**src/hdl/petri_net_transition_firing_top_defines.svh**
```systemverilog
// ----------------------------------------------------------------------------
// petri net transition firing: assertion macros
// shared property forms used by the engine checks
// ----------------------------------------------------------------------------
`ifndef PETRI_NET_TRANSITION_FIRING_TOP_DEFINES_SVH
`define PETRI_NET_TRANSITION_FIRING_TOP_DEFINES_SVH

// same-cycle implication
`define PNTF_ASSERT_NOW(name, clk, rst_n, ante, cons, msg) \
    name: assert property (@(posedge clk) disable iff (!rst_n) (ante) |-> (cons)) \
        else $error(msg);

// next-cycle implication
`define PNTF_ASSERT_NEXT(name, clk, rst_n, ante, cons, msg) \
    name: assert property (@(posedge clk) disable iff (!rst_n) (ante) |=> (cons)) \
        else $error(msg);

`endif

```
**src/hdl/pntf_pkg.sv**
```systemverilog
// ----------------------------------------------------------------------------
// pntf_pkg
// request and response types, operation codes and default sizes
// ----------------------------------------------------------------------------
`timescale 1ns / 1ps

package pntf_pkg;

    localparam int PLACES_DEF      = 16;
    localparam int TRANSITIONS_DEF = 16;
    localparam int TOKEN_BITS_DEF  = 16;
    localparam int WEIGHT_BITS     = 16;

    localparam logic [4:0] PLACE_COUNT_RST = 5'd16;

    localparam logic [2:0] OP_LOAD_TOKENS   = 3'd0;
    localparam logic [2:0] OP_LOAD_CONSUMER = 3'd1;
    localparam logic [2:0] OP_LOAD_PRODUCER = 3'd2;
    localparam logic [2:0] OP_FIRE          = 3'd3;
    localparam logic [2:0] OP_READ_TOKENS   = 3'd4;

    typedef struct packed {
        logic [2:0]  operation;
        logic [3:0]  place;
        logic [3:0]  transition;
        logic [15:0] value;
    } t_req;

    typedef struct packed {
        logic        fired;
        logic [15:0] token_count;
        logic        saturated;
    } t_rsp;

endpackage

```
**src/hdl/pntf_ram.sv**
```systemverilog
// ----------------------------------------------------------------------------
// pntf_ram
// single write port, single read port memory with registered read data
// ----------------------------------------------------------------------------
`timescale 1ns / 1ps

module pntf_ram import pntf_pkg::*; #(
    parameter int DEPTH = PLACES_DEF,
    parameter int WIDTH = WEIGHT_BITS
) (
    input  logic                     i_clk,
    input  logic                     i_we,
    input  logic [$clog2(DEPTH)-1:0] i_waddr,
    input  logic [WIDTH-1:0]         i_wdata,
    input  logic [$clog2(DEPTH)-1:0] i_raddr,
    output logic [WIDTH-1:0]         o_rdata
);

    logic [WIDTH-1:0] r_mem [DEPTH];
    logic [WIDTH-1:0] r_rdata;

    always_ff @(posedge i_clk) begin
        if (i_we) begin
            r_mem[i_waddr] <= i_wdata;
        end
        r_rdata <= r_mem[i_raddr];
    end

    assign o_rdata = r_rdata;

endmodule

```
**config.mk**
```make
export PLATFORM = sky130hd
export DESIGN_NAME = pntf_ram
export DESIGN_NICKNAME = d
export VERILOG_FILES = /design/src/hdl/petri_net_transition_firing_top_defines.svh /design/src/hdl/pntf_pkg.sv /design/src/hdl/pntf_ram.sv
export SDC_FILE = /design/constraint.sdc
export NUM_CORES = 1
export LEC_CHECK = 0
export BUFFER_PORTS_ARGS = -buffer_cell sky130_fd_sc_hd__buf_2
export CAP_MARGIN = 10
export CORE_MARGIN = 10
export CORE_UTILIZATION = 40
export CTS_BUF_LIST = sky130_fd_sc_hd__clkbuf_4
export CTS_CLUSTER_DIAMETER = 120
export DETAILED_ROUTE_END_ITERATION = 10
export GPL_TIMING_DRIVEN = 0
export PLACE_DENSITY = 0.54
export SYNTH_ARGS = -nofsm -noshare
export SYNTH_HDL_FRONTEND = slang
export SYNTH_SLANG_ARGS = --single-unit
```
**constraint.sdc**
```tcl
create_clock -name i_clk -period 4.6 [get_ports i_clk]
set_input_delay 0.92 -clock i_clk [delete_from_list [all_inputs] [get_ports i_clk]]
set_output_delay 0.92 -clock i_clk [all_outputs]
set_load 0.01 [all_outputs]
```
==> results of run 1 <==
[area by class of cell]
type	count	area [um^2]	share of cell area, %
sequential	272	8008	66.61
multi-input combinational	139	1962	16.32
clock buffer	117	878.3	7.306
timing repair buffer	57	509.2	4.236
tap	324	405.4	3.372
clock inverter	13	132.6	1.103
buffer	21	123.9	1.030
antenna	1	2.502	0.02082
[cells in the final DEF, fill, tap and decap left out, types with 9 or more instances in the layout]
cell and count:
clkbuf_4 117, nor2_2 12, edfxtp_1 256, a22oi_1 32, buf_2 42, dfxtp_1 16
mux4_1 10, nand2_1 17, mux4_2 54, buf_6 9
[flip-flops by register name, indices dropped and copies added (netlist names)]
name and cells:
o_rdata 16, r_mem 256
[layer usage]
metal	routed length, um	global-route usage, %	up-vias
li1	-	-	2165
met3	1131	3.531	36
met1	8966	17.05	2635
met5	0	0	-
met4	447	5.753	0
met2	11830	25.17	146
[power by group through the flow]
stage          combinational (W)  sequential [W]  clock, W
6_report                0.000266         0.00278   0.00227
5_1_grt                 0.000289         0.00278   0.00248
4_1_cts                 0.000273         0.00278   0.00234
3_5_place_dp            0.000271         0.00284         0
3_3_place_gp            0.000254         0.00283         0
2_1_floorplan           0.000135         0.00284         0
[worst max-delay path by stage]
stage	startpoint	to	slack, ps	depth (start not counted)
after floorplan	i_waddr[2]	r_mem[0][0]	1620	2
final	i_waddr[2]	r_mem[0][15]	2350	4
after CTS	i_waddr[2]	r_mem[0][15]	2320	4
after global routing	i_waddr[2]	r_mem[0][15]	2280	4
after detailed placement	i_waddr[2]	r_mem[0][5]	1620	4
after global placement	i_waddr[2]	r_mem[0][6]	160	3
[through the flow]
| stage | setup slack, ps | instances | hold WS, ps |
|---|---|---|---|
| after global routing | 2285 | 944 | 582.2 |
| final | 2350 | 944 | 620.1 |
| after global placement | 163.9 | 795 | 659.1 |
| after detailed placement | 1617 | 813 | 652.5 |
| after floorplan | 1625 | 432 | 634.9 |
| after CTS | 2324 | 943 | 564.1 |
[kinds of logic (layout without fill, tap and decap cells)]
family / after synthesis / in the layout / synth area share, %
AO/OA/AOI/OAI: 32 / 32 / 2.392
flip-flops: 272 / 272 / 79.73
multiplexers: 64 / 64 / 14.73
buffers and inverters: 21 / 208 / 1.233
other: 0 / 1 / 0
AND/OR/NAND/NOR: 43 / 43 / 1.918
==> run_results.csv, run 1 <==
group,metric,value,unit
logic_synthesis,synth_edf_count,256,
critical_path,regToRegStartpoint,"r_mem[9][10]",
power_and_ir_drop,power_density,442.1,nW/um^2
power_and_ir_drop,pwr-share-clk,42.6,%
global_routing,grt_max_degree,17,
sta,maxClockFrequency,444.4,MHz
sta,final.setup.tns,0,ps
worst_hold_path,hold_path.startpoint,"i_wdata[5]",
sta,fin_crit_sh,48.91,%
critical_path,critical_path_arrival,2580,ps
critical_path,critPathTopFamily,"simple AND/OR/NAND/NOR gates",
power_and_ir_drop,p_switching,0.001119,W
route,totalWireLength,22.38,mm
critical_path,r2r-end,"o_rdata[10]",
power_and_ir_drop,intPower,0.004196,W
route,wire_per_inst,23.70,um
worst_hold_path,hp-class,"input port to flop",
sta,tightestPinTransition,1088,ps
placed_design,io_buffers,39,
clock_tree,cts_root_buf,"clkbuf_4",
critical_path,crit_path_start_kind,"input port",
logic_synthesis,synth_most_common_cell,"edfxtp_1",
critical_path,path_class,"input port to flop",
sta,slew_viol_final,0,
critical_path,crit_required,4930,ps
power_and_ir_drop,p_leak,4.037,nW
worst_hold_path,whs_path_depth,1,
floorplan,rows,57,
route,dr.pass1.iters,5,
critical_path,crit_path_end_kind,"flop",
floorplan,coreArea,24530,um^2
power_and_ir_drop,p_total,0.005315,W
logic_synthesis,ys_seq_elements,272,
route,drtAntennaViolNets,0,
final_layout,layout.nets,589,
clock_tree,clk_path_buf_depth,3,
critical_path,ff2ff_setup_slack,3180,ps
logic_synthesis,synth.yosys.seq_area_share,79.73,%
final_layout,drive_above_1_share,42.33,%
global_routing,grtUsageTotal,14.52,%
route,drcViolationCount,0,
sta,clock_skew,35.86,ps
global_routing,grt_pass1_vias,5453,
placed_design,dp_hpwl,14.24,mm
sta,rsz0062_at_grt,"no",
critical_path,critPathBufInv,2,
logic_synthesis,synth_top_area_share,76.54,%
critical_path,slowest_stage,"nor3_2",
route,drt-initial-drc-count,331,
logic_synthesis,syn_area,10040,um^2
floorplan,io_pins,42,
clock_tree,numCtsBuffers,72,
placed_design,place_area,11010,um^2
status,status,"completed",
critical_path,crit_fanout,9,
floorplan,die_x,178.5,um
clock_tree,clk_pin_slew,70,ps
clock_tree,clk-insertion-delay-late,660,ps
floorplan,start_util,40.94,%
clock_tree,cts-htree-levels,3,
logic_synthesis,synth_flop_cell,"edfxtp_1",
power_and_ir_drop,peakVddDrop,0.2262,mV
logic_synthesis,synthCells,432,
global_routing,antenna_found_initial,1,
logic_synthesis,yosys.cell_types.count,19,
sta,post-route-min-period,2250,ps
final_layout,design_area,12020,um^2
final_layout,fillCellCount,2098,
clock_tree,cts_tree,"built",
clock_tree,postCtsResizedCells,0,
clock_tree,cts_setup_buffers,0,
global_routing,grt.overflow.total,0,
route,vias_per_cell,5.278,
logic_synthesis,postSynthAreaPerCell,23.25,um^2
logic_synthesis,synth-async-reset-ratio,0,%
logic_synthesis,synth_area_leaders,"edfxtp_1, mux4_2, dfxtp_1",
placed_design,gp_congestion,0.6927,
power_and_ir_drop,seqPwrFrac,52.3,%
clock_tree,hold_buffers,0,
worst_hold_path,min_to,"r_mem[0][5]",
power_and_ir_drop,power_frac_comb,5.0,%
final_layout,fin_util,49.00,%
sta,setup_viol,0,
sta,slew_headroom,27.08,%
critical_path,cp_cell_sequence,"buf_2 > or3b_2 > nor3_2 > buf_6",
route,vias,4982,
sta,hold_violations,0,
clock_tree,cts_sinks,272,
final_layout,area_growth,19.70,%
logic_synthesis,synth.net_count,458,
power_and_ir_drop,p_sw_share,21.06,%
logic_synthesis,synth_top_cell_by_area,"edfxtp_1",
global_routing,grt_first_pass_wirelength,33.58,mm
logic_synthesis,synthTopCellsByCount,"edfxtp_1, mux4_2, a22oi_1",
logic_synthesis,ys_warn_count,0,
floorplan,die_area,31850,um^2
critical_path,slowest_delay,710,ps
flow_run,drv_cap,0,
critical_path,worstRegToRegCells,3,
floorplan,die_height,178.5,um
No activity file was read; power rests on OpenSTA's default activity.
==> run 2: changes to the inputs <==
==> constraint.sdc (replaced) <==
create_clock -name i_clk -period 2.4 [get_ports i_clk]
set_input_delay 0.48 -clock i_clk [delete_from_list [all_inputs] [get_ports i_clk]]
set_output_delay 0.48 -clock i_clk [all_outputs]
set_load 0.01 [all_outputs]
==> run_results.csv, run 2 (synthesis gave the netlist of run 1 again) <==
group,metric,value,unit
final_layout,layout_common_cells,"edfxtp_1, clkbuf_4, mux4_2",
clock_tree,clk_pin_slew,70,ps
route,vias,4928,
clock_tree,cts_root_buf,"clkbuf_4",
global_routing,grt_pass1_vias,5284,
critical_path,crit_path_end_kind,"flop",
global_routing,grt_max_degree,17,
placed_design,gp_congestion,0.7093,
placed_design,dp_hpwl,14.32,mm
final_layout,design_area,11880,um^2
sta,rsz0062_at_grt,"no",
final_layout,drive_above_1_share,41.50,%
clock_tree,cts_sinks,272,
global_routing,antenna_found_initial,1,
critical_path,crit_path_start_kind,"input port",
critical_path,ff2ff_setup_slack,1020,ps
critical_path,cp-startpoint,"i_raddr[1]",
critical_path,critical_path_arrival,2270,ps
final_layout,regArea,8008,um^2
worst_hold_path,hp-class,"input port to flop",
placed_design,place_area,10930,um^2
clock_tree,clk-insertion-delay-late,630,ps
sta,slew_headroom,33.54,%
sta,setup_viol,0,
sta,post-route-min-period,1765,ps
flow_run,drv_cap,0,
floorplan,die_area,31850,um^2
global_routing,grt.overflow.total,0,
floorplan,start_util,40.94,%
route,vias_per_cell,5.259,
status,status,"completed",
final_layout,largest_reg_flops,256,
sta,slew_viol_final,0,
sta,hold_violations,0,
floorplan,rows,57,
floorplan,die_x,178.5,um
floorplan,die_height,178.5,um
route,wire_per_inst,23.07,um
final_layout,multiInputGateArea,1968,um^2
clock_tree,cts_setup_buffers,0,
final_layout,regMostFlops,"r_mem",
clock_tree,cts-htree-levels,3,
placed_design,io_buffers,39,
clock_tree,clk_path_buf_depth,3,
power_and_ir_drop,peakVddDrop,0.3515,mV
clock_tree,cts_tree,"built",
sta,clock_skew,26.13,ps
route,drtAntennaViolNets,0,
clock_tree,postCtsResizedCells,0,
critical_path,critPathTopFamily,"buffers and inverters",
final_layout,area_growth,18.31,%
critical_path,critPathBufInv,2,
clock_tree,hold_buffers,0,
clock_tree,numCtsBuffers,71,
final_layout,layout.nets,586,
power_and_ir_drop,power_density,837.5,nW/um^2
final_layout,fin_util,48.43,%
floorplan,io_pins,42,
sta,hold_ws,213.0,ps
global_routing,grt_first_pass_wirelength,32.34,mm
route,dr.pass1.iters,5,
route,totalWireLength,21.62,mm
critical_path,cp-endpoint,"o_rdata[9]",
critical_path,crit_cells,5,
power_and_ir_drop,p_total,0.009951,W
critical_path,worstRegToRegCells,3,
critical_path,crit_required,2910,ps
critical_path,r2r-end,"o_rdata[9]",
route,drt-initial-drc-count,398,
sta,maxClockFrequency,566.6,MHz
global_routing,grtUsageTotal,13.90,%
placed_design,dp_slack,-84.64,ps
floorplan,coreArea,24530,um^2
critical_path,cp_cell_sequence,"buf_2 > buf_1 > mux4_2 > a22oi_1 > nand2_1",
sta,tightestPinTransition,991.5,ps
final_layout,final_common_cell,"edfxtp_1",
route,drcViolationCount,0,
critical_path,crit_fanout,10,
critical_path,regToRegStartpoint,"r_mem[2][9]",
critical_path,slowest_stage,"buf_1",
sta,fin_crit_sh,73.54,%
final_layout,fillCellCount,2097,
power_and_ir_drop,p_leak,3.976,nW
critical_path,path_class,"input port to flop",
sta,worst_slack,635.1,ps
critical_path,slowest_delay,710,ps
[run 2: cell count changes in the layout (fill, tap and decap cells not counted), moves of 3 or more]
| cell | previous run | this run |
|---|---|---|
| buf_16 | 5 | 0 |
| buf_8 | 8 | 14 |
| clkbuf_4 | 117 | 114 |
| buf_6 | 9 | 5 |
[run 2: per-layer routing]
| layer | wire, um | GRT usage, % | vias to the layer above |
|---|---|---|---|
| met5 | 0 | 0 | - |
| met3 | 1203 | 3.869 | 33 |
| met2 | 10490 | 21.45 | 143 |
| met1 | 9570 | 18.52 | 2600 |
| met4 | 357 | 5.064 | 0 |
| li1 | - | - | 2152 |
[run 2: how the worst min path moves through the flow]
stage                  endpoint    startpoint  depth (start not counted)  slack (ps)
finish              r_mem[2][0]    i_wdata[0]                          1         210
global route        r_mem[2][3]    i_wdata[3]                          1         150
CTS                 r_mem[2][3]    i_wdata[3]                          1         130
detailed placement  o_rdata[15]  r_mem[4][15]                          3         670
global placement     o_rdata[7]   r_mem[6][7]                          3         670
floorplan           r_mem[0][0]    i_wdata[0]                          0         580
[run 2: power by group]
group	switching, W	leakage [nW]	internal [W]
Combinational	0.000296	0.957	0.000206
Sequential	0.0000252	2.45	0.00531
Clock	0.00176	0.572	0.00235
Total	0.00208	3.98	0.00787
[run 2: layout make-up]
class	count	area share [%]
Multi-Input combinational cell	139	16.56
Buffer	21	1.042
Timing Repair Buffer	55	3.570
Tap cell	324	3.412
Antenna cell	1	0.02106
Clock inverter	11	0.8003
Clock buffer	114	7.202
Sequential cell	272	67.39
[run 2: through the flow]
step	TNS, ps	instances
finish	0	937
global route	0	937
CTS	0	936
floorplan	0	432
global placement	-128400	795
detailed placement	-84.64	811
